**config.mk**
```make
export PLATFORM = sky130hd
export DESIGN_NAME = signed_gadget_digit_decomposition_unit
export DESIGN_NICKNAME = d
export VERILOG_FILES = /design/src/design/sgdd_pkg.sv /design/src/design/sgdd_front.sv /design/src/design/sgdd_fifo.sv /design/src/design/sgdd_rem.sv /design/src/design/sgdd_back.sv /design/src/design/signed_gadget_digit_decomposition_unit.sv
export SDC_FILE = /design/constraint.sdc
export NUM_CORES = 1
export LEC_CHECK = 0
export BUFFER_PORTS_ARGS = -buffer_cell sky130_fd_sc_hd__buf_2
export CORE_MARGIN = 3
export CORE_UTILIZATION = 57
export CTS_CLUSTER_DIAMETER = 60
export DETAILED_ROUTE_END_ITERATION = 12
export GPL_TIMING_DRIVEN = 0
export HOLD_SLACK_MARGIN = 0.12
export PLACE_DENSITY = 0.83
export SLEW_MARGIN = 5
export SYNTH_ARGS = -nofsm -noshare
export SYNTH_HDL_FRONTEND = slang
export SYNTH_HIERARCHICAL = 1
export SYNTH_SLANG_ARGS = --single-unit
```
**constraint.sdc**
```tcl
create_clock -name clk_i -period 8.1 [get_ports clk_i]
set_input_delay 1.62 -clock clk_i [delete_from_list [all_inputs] [get_ports clk_i]]
set_output_delay 1.62 -clock clk_i [all_outputs]
set_load 0.02 [all_outputs]
```
**src/design/sgdd_pkg.sv**
```systemverilog
// Shared types and constants for the signed gadget digit decomposition unit.
// Used by every module of the block; depends on nothing.
`default_nettype none

package sgdd_pkg;

  localparam int unsigned CoeffW    = 32;
  localparam int unsigned ModW      = CoeffW + 1;
  localparam int unsigned BaseW     = 6;
  localparam int unsigned CountW    = 6;
  localparam int unsigned IdxW      = 5;
  localparam int unsigned CfgIdxW   = 2;
  localparam int unsigned CfgDataW  = 32;
  localparam int unsigned OutDataW  = 40;

  typedef enum logic [CfgIdxW-1:0] {
    CFG_MODULUS     = 2'd0,
    CFG_BASE_BITS   = 2'd1,
    CFG_DIGIT_COUNT = 2'd2
  } cfg_reg_e;

  typedef struct packed {
    logic [CoeffW-1:0] modulus;
    logic [BaseW-1:0]  base_bits;
    logic [CountW-1:0] digit_count;
  } cfg_t;

  typedef struct packed {
    logic [CoeffW-1:0] mag;
    logic              negative;
    logic              last_coeff;
  } work_t;

  function automatic logic [ModW-1:0] eff_modulus(logic [CoeffW-1:0] m);
    logic [ModW-1:0] q;
    q = (m == '0) ? {1'b1, {CoeffW{1'b0}}} : {1'b0, m};
    return q;
  endfunction

endpackage

`default_nettype wire

```
**src/design/sgdd_front.sv**
```systemverilog
// Front end: accept coefficients, pick the sign and compute the magnitude.
// Depends on sgdd_pkg; feeds sgdd_fifo.
`default_nettype none

module sgdd_front import sgdd_pkg::*; (
  input  wire logic              s_valid_i,
  output      logic              s_ready_o,
  input  wire logic [CoeffW-1:0] s_coeff_i,
  input  wire logic              s_last_i,
  input  wire cfg_t              cfg_i,
  output      logic              push_valid_o,
  input  wire logic              push_ready_i,
  output      work_t             push_data_o
);

  logic [ModW-1:0] q;
  logic [ModW-1:0] c_ext;
  logic [ModW-1:0] diff;

  always_comb begin
    q     = eff_modulus(cfg_i.modulus);
    c_ext = {1'b0, s_coeff_i};
    diff  = (c_ext >= q) ? (c_ext - q) : (q - c_ext);
    push_data_o.negative   = c_ext > (q >> 1);
    push_data_o.mag        = push_data_o.negative ? diff[CoeffW-1:0] : s_coeff_i;
    push_data_o.last_coeff = s_last_i;
  end

  assign push_valid_o = s_valid_i;
  assign s_ready_o    = push_ready_i;

endmodule

`default_nettype wire

```
**src/design/sgdd_fifo.sv**
```systemverilog
// Two-slot queue between front and back ends, head always in slot 0.
// Depends on sgdd_pkg for the work_t entry type.
`default_nettype none

module sgdd_fifo import sgdd_pkg::*; (
  input  wire logic  clk_i,
  input  wire logic  rst_ni,
  input  wire logic  push_valid_i,
  output      logic  push_ready_o,
  input  wire work_t push_data_i,
  output      logic  pop_valid_o,
  input  wire logic  pop_ready_i,
  output      work_t pop_data_o
);

  logic  v0_q, v0_d, v1_q, v1_d;
  work_t s0_q, s0_d, s1_q, s1_d;
  logic  push, pop;

  assign push_ready_o = !v1_q;
  assign pop_valid_o  = v0_q;
  assign pop_data_o   = s0_q;
  assign push         = push_valid_i && push_ready_o;
  assign pop          = v0_q && pop_ready_i;

  always_comb begin
    v0_d = v0_q;
    v1_d = v1_q;
    s0_d = s0_q;
    s1_d = s1_q;
    if (pop) begin
      if (v1_q) begin
        s0_d = s1_q;
        if (push) begin
          s1_d = push_data_i;
        end else begin
          v1_d = 1'b0;
        end
      end else if (push) begin
        s0_d = push_data_i;
      end else begin
        v0_d = 1'b0;
      end
    end else if (push) begin
      if (!v0_q) begin
        s0_d = push_data_i;
        v0_d = 1'b1;
      end else begin
        s1_d = push_data_i;
        v1_d = 1'b1;
      end
    end
  end

  always_ff @(posedge clk_i or negedge rst_ni) begin
    if (!rst_ni) begin
      v0_q <= 1'b0;
      v1_q <= 1'b0;
    end else begin
      v0_q <= v0_d;
      v1_q <= v1_d;
    end
  end

  always_ff @(posedge clk_i) begin
    s0_q <= s0_d;
    s1_q <= s1_d;
  end

endmodule

`default_nettype wire

```
**src/design/sgdd_rem.sv**
```systemverilog
// Bit-serial remainder unit, one dividend bit per cycle (restoring).
// Depends on sgdd_pkg; used by sgdd_back for digits not below the modulus.
`default_nettype none

module sgdd_rem import sgdd_pkg::*; (
  input  wire logic              clk_i,
  input  wire logic              rst_ni,
  input  wire logic              start_i,
  input  wire logic [CoeffW-1:0] dividend_i,
  input  wire logic [ModW-1:0]   divisor_i,
  input  wire logic              clear_i,
  output      logic              busy_o,
  output      logic              valid_o,
  output      logic [CoeffW-1:0] rem_o
);

  localparam int unsigned CntW = $clog2(CoeffW);

  logic              busy_q, valid_q;
  logic [CntW-1:0]   cnt_q;
  logic [ModW-1:0]   acc_q;
  logic [CoeffW-1:0] dvd_q;
  logic [ModW-1:0]   div_q;
  logic [ModW:0]     trial;
  logic [ModW:0]     diff;
  logic [ModW-1:0]   acc_d;

  always_comb begin
    trial = {acc_q, dvd_q[CoeffW-1]};
    diff  = trial - {1'b0, div_q};
    acc_d = (trial >= {1'b0, div_q}) ? diff[ModW-1:0] : trial[ModW-1:0];
  end

  always_ff @(posedge clk_i or negedge rst_ni) begin
    if (!rst_ni) begin
      busy_q  <= 1'b0;
      valid_q <= 1'b0;
      cnt_q   <= '0;
    end else if (start_i) begin
      busy_q  <= 1'b1;
      valid_q <= 1'b0;
      cnt_q   <= CntW'(CoeffW - 1);
    end else if (busy_q) begin
      cnt_q <= cnt_q - 1'b1;
      if (cnt_q == '0) begin
        busy_q  <= 1'b0;
        valid_q <= 1'b1;
      end
    end else if (clear_i) begin
      valid_q <= 1'b0;
    end
  end

  always_ff @(posedge clk_i) begin
    if (start_i) begin
      acc_q <= '0;
      dvd_q <= dividend_i;
      div_q <= divisor_i;
    end else if (busy_q) begin
      acc_q <= acc_d;
      dvd_q <= {dvd_q[CoeffW-2:0], 1'b0};
    end
  end

  assign busy_o  = busy_q;
  assign valid_o = valid_q;
  assign rem_o   = acc_q[CoeffW-1:0];

endmodule

`default_nettype wire

```
**src/design/sgdd_back.sv**
```systemverilog
// Back end: split each magnitude into digits, apply the sign, register results.
// Depends on sgdd_pkg and sgdd_rem.
`default_nettype none

module sgdd_back import sgdd_pkg::*; #(
  parameter int unsigned MAX_DIGITS = 32
) (
  input  wire logic              clk_i,
  input  wire logic              rst_ni,
  input  wire cfg_t              cfg_i,
  input  wire logic              q_valid_i,
  output      logic              q_ready_o,
  input  wire work_t             q_data_i,
  output      logic              m_valid_o,
  input  wire logic              m_ready_i,
  output      logic [CoeffW-1:0] m_value_o,
  output      logic [IdxW-1:0]   m_index_o,
  output      logic              m_last_o,
  output      logic              m_end_o
);

  localparam int unsigned CntW = $clog2(MAX_DIGITS + 1);

  logic              busy_q;
  logic [CoeffW-1:0] mag_q;
  logic              neg_q, lastc_q;
  logic [CntW-1:0]   k_q;
  logic              out_valid_q;
  logic [CoeffW-1:0] out_value_q;
  logic [IdxW-1:0]   out_index_q;
  logic              out_last_q, out_end_q;

  logic [ModW-1:0]      q;
  logic [CountW-1:0]    eff_count;
  logic [CntW-1:0]      k_last;
  logic [CoeffW-1:0]    mask, digit, mag_next, r, value;
  logic [ModW-1:0]      neg_val;
  logic [CntW+IdxW-1:0] k_ext;
  logic                 need_rem, r_ok, out_free, emit, is_last;
  logic                 rem_start, rem_busy, rem_valid;
  logic [CoeffW-1:0]    rem_val;

  always_comb begin
    q = eff_modulus(cfg_i.modulus);
    if (cfg_i.digit_count == '0) begin
      eff_count = CountW'(1);
    end else if (int'(cfg_i.digit_count) > int'(MAX_DIGITS)) begin
      eff_count = CountW'(MAX_DIGITS);
    end else begin
      eff_count = cfg_i.digit_count;
    end
    k_last = CntW'(eff_count - 1'b1);

    if (cfg_i.base_bits[BaseW-1]) begin
      mask     = '1;
      mag_next = '0;
    end else begin
      mask     = (CoeffW'(1) << cfg_i.base_bits[BaseW-2:0]) - 1'b1;
      mag_next = mag_q >> cfg_i.base_bits[BaseW-2:0];
    end
    if (cfg_i.base_bits == '0) begin
      mask = '0;
    end

    digit     = mag_q & mask;
    need_rem  = {1'b0, digit} >= q;
    r_ok      = !need_rem || rem_valid;
    r         = need_rem ? rem_val : digit;
    neg_val   = q - {1'b0, r};
    value     = (neg_q && (r != '0)) ? neg_val[CoeffW-1:0] : r;
    out_free  = !out_valid_q || m_ready_i;
    emit      = busy_q && r_ok && out_free;
    is_last   = k_q == k_last;
    rem_start = busy_q && need_rem && !rem_busy && !rem_valid;
    k_ext     = {{IdxW{1'b0}}, k_q};
  end

  assign q_ready_o = !busy_q || (emit && is_last);

  sgdd_rem u_rem (
    .clk_i      (clk_i),
    .rst_ni     (rst_ni),
    .start_i    (rem_start),
    .dividend_i (digit),
    .divisor_i  (q),
    .clear_i    (emit && need_rem),
    .busy_o     (rem_busy),
    .valid_o    (rem_valid),
    .rem_o      (rem_val)
  );

  always_ff @(posedge clk_i or negedge rst_ni) begin
    if (!rst_ni) begin
      busy_q      <= 1'b0;
      k_q         <= '0;
      out_valid_q <= 1'b0;
    end else begin
      if (q_valid_i && q_ready_o) begin
        busy_q <= 1'b1;
        k_q    <= '0;
      end else if (emit) begin
        if (is_last) begin
          busy_q <= 1'b0;
        end else begin
          k_q <= k_q + 1'b1;
        end
      end
      if (emit) begin
        out_valid_q <= 1'b1;
      end else if (m_ready_i) begin
        out_valid_q <= 1'b0;
      end
    end
  end

  always_ff @(posedge clk_i) begin
    if (q_valid_i && q_ready_o) begin
      mag_q   <= q_data_i.mag;
      neg_q   <= q_data_i.negative;
      lastc_q <= q_data_i.last_coeff;
    end else if (emit) begin
      mag_q <= mag_next;
    end
    if (emit) begin
      out_value_q <= value;
      out_index_q <= k_ext[IdxW-1:0];
      out_last_q  <= is_last;
      out_end_q   <= is_last && lastc_q;
    end
  end

  assign m_valid_o = out_valid_q;
  assign m_value_o = out_value_q;
  assign m_index_o = out_index_q;
  assign m_last_o  = out_last_q;
  assign m_end_o   = out_end_q;

endmodule

`default_nettype wire

```
**src/design/signed_gadget_digit_decomposition_unit.sv**
```systemverilog
// Top level of the signed gadget digit decomposition unit: configuration
// registers, front end, queue and back end. Depends on sgdd_pkg and submodules.
//
// Usage:
//   s_axis carries one coefficient per transfer, tlast marks the last one of
//   a polynomial. m_axis carries one digit per transfer, least significant
//   first; tlast marks the final digit of a coefficient and tuser the final
//   digit of the polynomial. The cfg channel writes modulus (index 0),
//   base_bits (index 1) and digit_count (index 2); it is always ready and
//   must only be used while the block is idle.
//   A coefficient passes the queue and the back-end work registers; its first
//   digit is then registered in the output register. Throughput: one digit per
//   cycle while m_axis does not stall, and a coefficient gives digit_count digits
//   (at least one, at most MAX_DIGITS). A digit not below the modulus, which only
//   arises from a coefficient not below the modulus, stalls the output until the bit-serial remainder unit is done.
//   Reset loads modulus 2^32-1, base_bits 8, digit_count 4 and empties the
//   queue and output register. When m_axis stalls, the output register holds,
//   the two-entry queue keeps accepting and then s_axis_tready drops.
`default_nettype none

module signed_gadget_digit_decomposition_unit import sgdd_pkg::*; #(
  parameter int unsigned MAX_DIGITS = 32
) (
  input  wire logic                clk_i,
  input  wire logic                rst_ni,
  input  wire logic                s_axis_tvalid_i,
  output      logic                s_axis_tready_o,
  input  wire logic [CoeffW-1:0]   s_axis_tdata_i,   // [31:0] coefficient
  input  wire logic                s_axis_tlast_i,
  output      logic                m_axis_tvalid_o,
  input  wire logic                m_axis_tready_i,
  output      logic [OutDataW-1:0] m_axis_tdata_o,   // [31:0] digit_value, [36:32] digit_index
  output      logic                m_axis_tlast_o,
  output      logic                m_axis_tuser_o,   // [0] polynomial_end
  input  wire logic                cfg_valid_i,
  output      logic                cfg_ready_o,
  input  wire logic [CfgIdxW-1:0]  cfg_index_i,
  input  wire logic [CfgDataW-1:0] cfg_data_i
);

  cfg_t              cfg_q;
  logic              push_valid, push_ready, pop_valid, pop_ready;
  work_t             push_data, pop_data;
  logic [CoeffW-1:0] value;
  logic [IdxW-1:0]   index;

  assign cfg_ready_o = 1'b1;

  always_ff @(posedge clk_i or negedge rst_ni) begin
    if (!rst_ni) begin
      cfg_q.modulus     <= '1;
      cfg_q.base_bits   <= BaseW'(8);
      cfg_q.digit_count <= CountW'(4);
    end else if (cfg_valid_i && cfg_ready_o) begin
      case (cfg_reg_e'(cfg_index_i))
        CFG_MODULUS:     cfg_q.modulus     <= cfg_data_i[CoeffW-1:0];
        CFG_BASE_BITS:   cfg_q.base_bits   <= cfg_data_i[BaseW-1:0];
        CFG_DIGIT_COUNT: cfg_q.digit_count <= cfg_data_i[CountW-1:0];
        default: ;
      endcase
    end
  end

  sgdd_front u_front (
    .s_valid_i    (s_axis_tvalid_i),
    .s_ready_o    (s_axis_tready_o),
    .s_coeff_i    (s_axis_tdata_i),
    .s_last_i     (s_axis_tlast_i),
    .cfg_i        (cfg_q),
    .push_valid_o (push_valid),
    .push_ready_i (push_ready),
    .push_data_o  (push_data)
  );

  sgdd_fifo u_fifo (
    .clk_i        (clk_i),
    .rst_ni       (rst_ni),
    .push_valid_i (push_valid),
    .push_ready_o (push_ready),
    .push_data_i  (push_data),
    .pop_valid_o  (pop_valid),
    .pop_ready_i  (pop_ready),
    .pop_data_o   (pop_data)
  );

  sgdd_back #(
    .MAX_DIGITS (MAX_DIGITS)
  ) u_back (
    .clk_i     (clk_i),
    .rst_ni    (rst_ni),
    .cfg_i     (cfg_q),
    .q_valid_i (pop_valid),
    .q_ready_o (pop_ready),
    .q_data_i  (pop_data),
    .m_valid_o (m_axis_tvalid_o),
    .m_ready_i (m_axis_tready_i),
    .m_value_o (value),
    .m_index_o (index),
    .m_last_o  (m_axis_tlast_o),
    .m_end_o   (m_axis_tuser_o)
  );

  assign m_axis_tdata_o = {{(OutDataW - CoeffW - IdxW){1'b0}}, index, value};

endmodule

`default_nettype wire

```
==> flow_summary.toml <==
[route]
drt_pass1_iterations = 6
drt_iter0_drc = 2327
route.antenna.remaining_nets = 0
vias = 21500
drc = 0
wirelength_mm = 82.5
wl_per_cell_um = 25.0
routed_via_density = 6.52

[sta]
worstMarginPinSlew_ps = 1310
finalCriticalPeriod_ps = 7830
fmax_mhz = 128
clock-skew-final_ps = 20.3
maxSlewHeadroom = 0.120
maxSlewViolCount = 0
hold_viol_final = 0
fin_crit_sh = 0.967
final-setup-viol-count = 0
final.setup.tns_ps = 0

[critical_path]
worst-path-max-fanout = 10
start_kind = "flip-flop"
max_stage_delay_ps = 640
critPathKind = "flip-flop to flip-flop"
endpoint_kind = "flip-flop"
crit_slowest_cell = "a311oi_1"
worstPathArrival_ps = 8120
required_ps = 8390

[place]
gp_congestion = 1.01
place_inst = 3228
io_buffer_count = 110
placed_cell_area_um2 = 25800
dp_hpwl_mm = 64.6

[synthesis]
synthFlopType = "edfxtp_1"
synth_area_um2 = 24400
ys_types = 111
synth-edff-count = 206
avgSynthCellArea_um2 = 9.50
ys_ff_latch = 300
ys_warn_count = 6
yosysSeqAreaShare = 0.345
synthCells = 2569
async_flop_share = 0.203

[cts]
clock-root-buffer = "clkbuf_16"
holdBufCountCts = 0
htreeDepth = 2
insertion_delay_ps = 570
cts.path.max_buffers = 3
cts_tree = "done"
clkTransAtPathRegs_ps = 60
numCtsBuffers = 36
cts_sinks = 300

[run]
cap_violations = 0

[layout]
layout-drive-gt1-share = 0.193
final_nets = 3007
nFillCells = 3430
final_cell_mix = "213 x nand2_1, 206 x edfxtp_1, 198 x ha_1"
final_common_cell = "nand2_1"
final_util = 0.644
syn_to_final_growth_pct = 11.1
stdcell_count = 3302
fin_area_um2 = 27100

[floorplanning]
core.rowCount = 75
core_um2 = 42100
start_util = 0.580
die_width_um = 213
ios = 117
die_area_um2 = 45400
die_h_um = 213

[power_and_ir_drop]
p_leak_nw = 11.4
ir_worst_vdd_uv = 192
powerDensity_nw_per_um2 = 355

[outcome]
status = "complete, no violations"

[global_routing]
grt_max_degree = 62
grt_pass1_vias = 20900
grt_use_total = 0.355
gr-total-overflow = 0
antenna_found_initial = 8
grt_pass1_wl_mm = 122

[min_path]
hp-class = "flip-flop to flip-flop"
==> flip-flops by register name, indices dropped and copies added, names as in the netlist <==
register,flops
u_back/m_valid_o,1
u_fifo/pop_valid_o,1
u_back/u_rem/busy_o,1
u_back/lastc_q,1
u_fifo/s1_q,34
u_back/u_rem/cnt_q,5
u_fifo/pop_data_o,34
u_back/m_value_o,32
u_back/m_index_o,5
u_back/m_end_o,1
u_back/u_rem/div_q,33
u_back/busy_q,1
u_back/k_q,6
cfg_q,44
u_back/u_rem/acc_q,33
u_back/mag_q,32
u_back/u_rem/valid_o,1
u_back/m_last_o,1
u_fifo/v1_q,1
u_back/u_rem/dvd_q,32
u_back/neg_q,1
==> critical path: cells and delay by family (launching register included) <==
kind	cells	cell delay [ps]
compound gates	11	3040
xor+xnor	1	180
fa+ha+maj	3	860
buf+inv	3	670
flops	1	460
mux	1	230
simple gates	10	2100
==> report_power, final <==
part / internal [mW] / switching [mW]
Clock: 0.915 / 0.674
Combinational: 2.21 / 3.16
Sequential: 2.24 / 0.425
==> cell families after synthesis <==
kind of cell | Yosys count | synth area share
xor+xnor | 95 | 0.0341
buf+inv | 391 | 0.0774
fa+ha+maj | 202 | 0.105
compound gates | 672 | 0.181
other cells | 2 | 0.000308
simple gates | 655 | 0.135
flops | 300 | 0.345
mux | 252 | 0.123
==> per-layer routing <==
layer  wire length (um)  track usage  vias up
li1                   -            -     9689
met1              32500        0.457    10400
met2              37500        0.568     1173
met3               7410       0.0652      261
met4               4940        0.195       10
met5                 81            0        -
==> cell usage after synthesis, types with 27 or more instances <==
cell type | number | area share
nor2b_1 | 35 | 0.0090
inv_1 | 174 | 0.027
o21ai_1 | 30 | 0.0061
dfxtp_1 | 33 | 0.027
a21o_1 | 62 | 0.019
a211oi_1 | 62 | 0.019
o21ai_0 | 132 | 0.027
xor2_1 | 33 | 0.012
nor3_1 | 36 | 0.0074
dfstp_2 | 34 | 0.037
mux2_4 | 30 | 0.018
mux2i_1 | 106 | 0.043
clkbuf_1 | 95 | 0.015
xnor2_1 | 62 | 0.022
buf_2 | 42 | 0.0086
buf_4 | 51 | 0.016
nor2_1 | 139 | 0.021
ha_1 | 198 | 0.10
nand2_1 | 213 | 0.033
edfxtp_1 | 206 | 0.25
o21a_1 | 33 | 0.010
nand4_1 | 37 | 0.0095
nor4_1 | 41 | 0.011
nand3_1 | 40 | 0.0082
mux2_2 | 97 | 0.045
dfrtp_1 | 27 | 0.028
a21oi_1 | 177 | 0.036
==> worst paths after layout <==
check	startpoint	endpoint	slack, ps	cells past startpoint
min	u_fifo/pop_data_o[1]$_DFFE_PP_	u_back/neg_q$_DFFE_PP_	430	0
min in group asynchronous	rst_ni	u_back/k_q[3]$_DFFE_PN0P_	1140	1
min reg2reg	u_fifo/pop_data_o[1]$_DFFE_PP_	u_back/neg_q$_DFFE_PP_	430	0
max reg2reg	cfg_q[10]$_DFFE_PN0P_	u_back/m_value_o[31]$_DFFE_PP_	270	29
max in group asynchronous	rst_ni	u_back/busy_q$_DFFE_PN0P_	6440	1
max	cfg_q[10]$_DFFE_PN0P_	u_back/m_value_o[31]$_DFFE_PP_	270	29
==> area by class of cell <==
class	count	area, um2	area share
Tap cell	539	674	0.0249
Multi-Input combinational cell	1880	14200	0.525
Clock buffer	47	956	0.0352
Antenna cell	2	5.00	0.000184
Buffer	214	1230	0.0454
Inverter	177	664	0.0245
Clock inverter	19	195	0.00720
Timing Repair Buffer	124	739	0.0273
Sequential cell	300	8420	0.310
==> stage by stage <==
stage | setup slack, ps | hold slack (ps) | power (mW)
floorplan | 441 | 400 | 6.30
global placement | -3150 | 405 | 7.64
detailed placement | -532 | 412 | 7.79
CTS | 61.3 | 426 | 9.43
global route | -1.07 | 447 | 10.1
finish | 271 | 426 | 9.63
==> what timing repair did <==
| item | CTS | global route |
|---|---|---|
| gates resized for setup | 12 | 12 |
| pin swaps | 0 | 2 |
| endpoints found under the setup margin | 6 | 11 |
| cloned | 0 | 0 |
| endpoints found under the hold margin | 0 | 0 |
| setup buffers | 0 | 5 |
No activity file was read; power rests on OpenSTA's default activity.
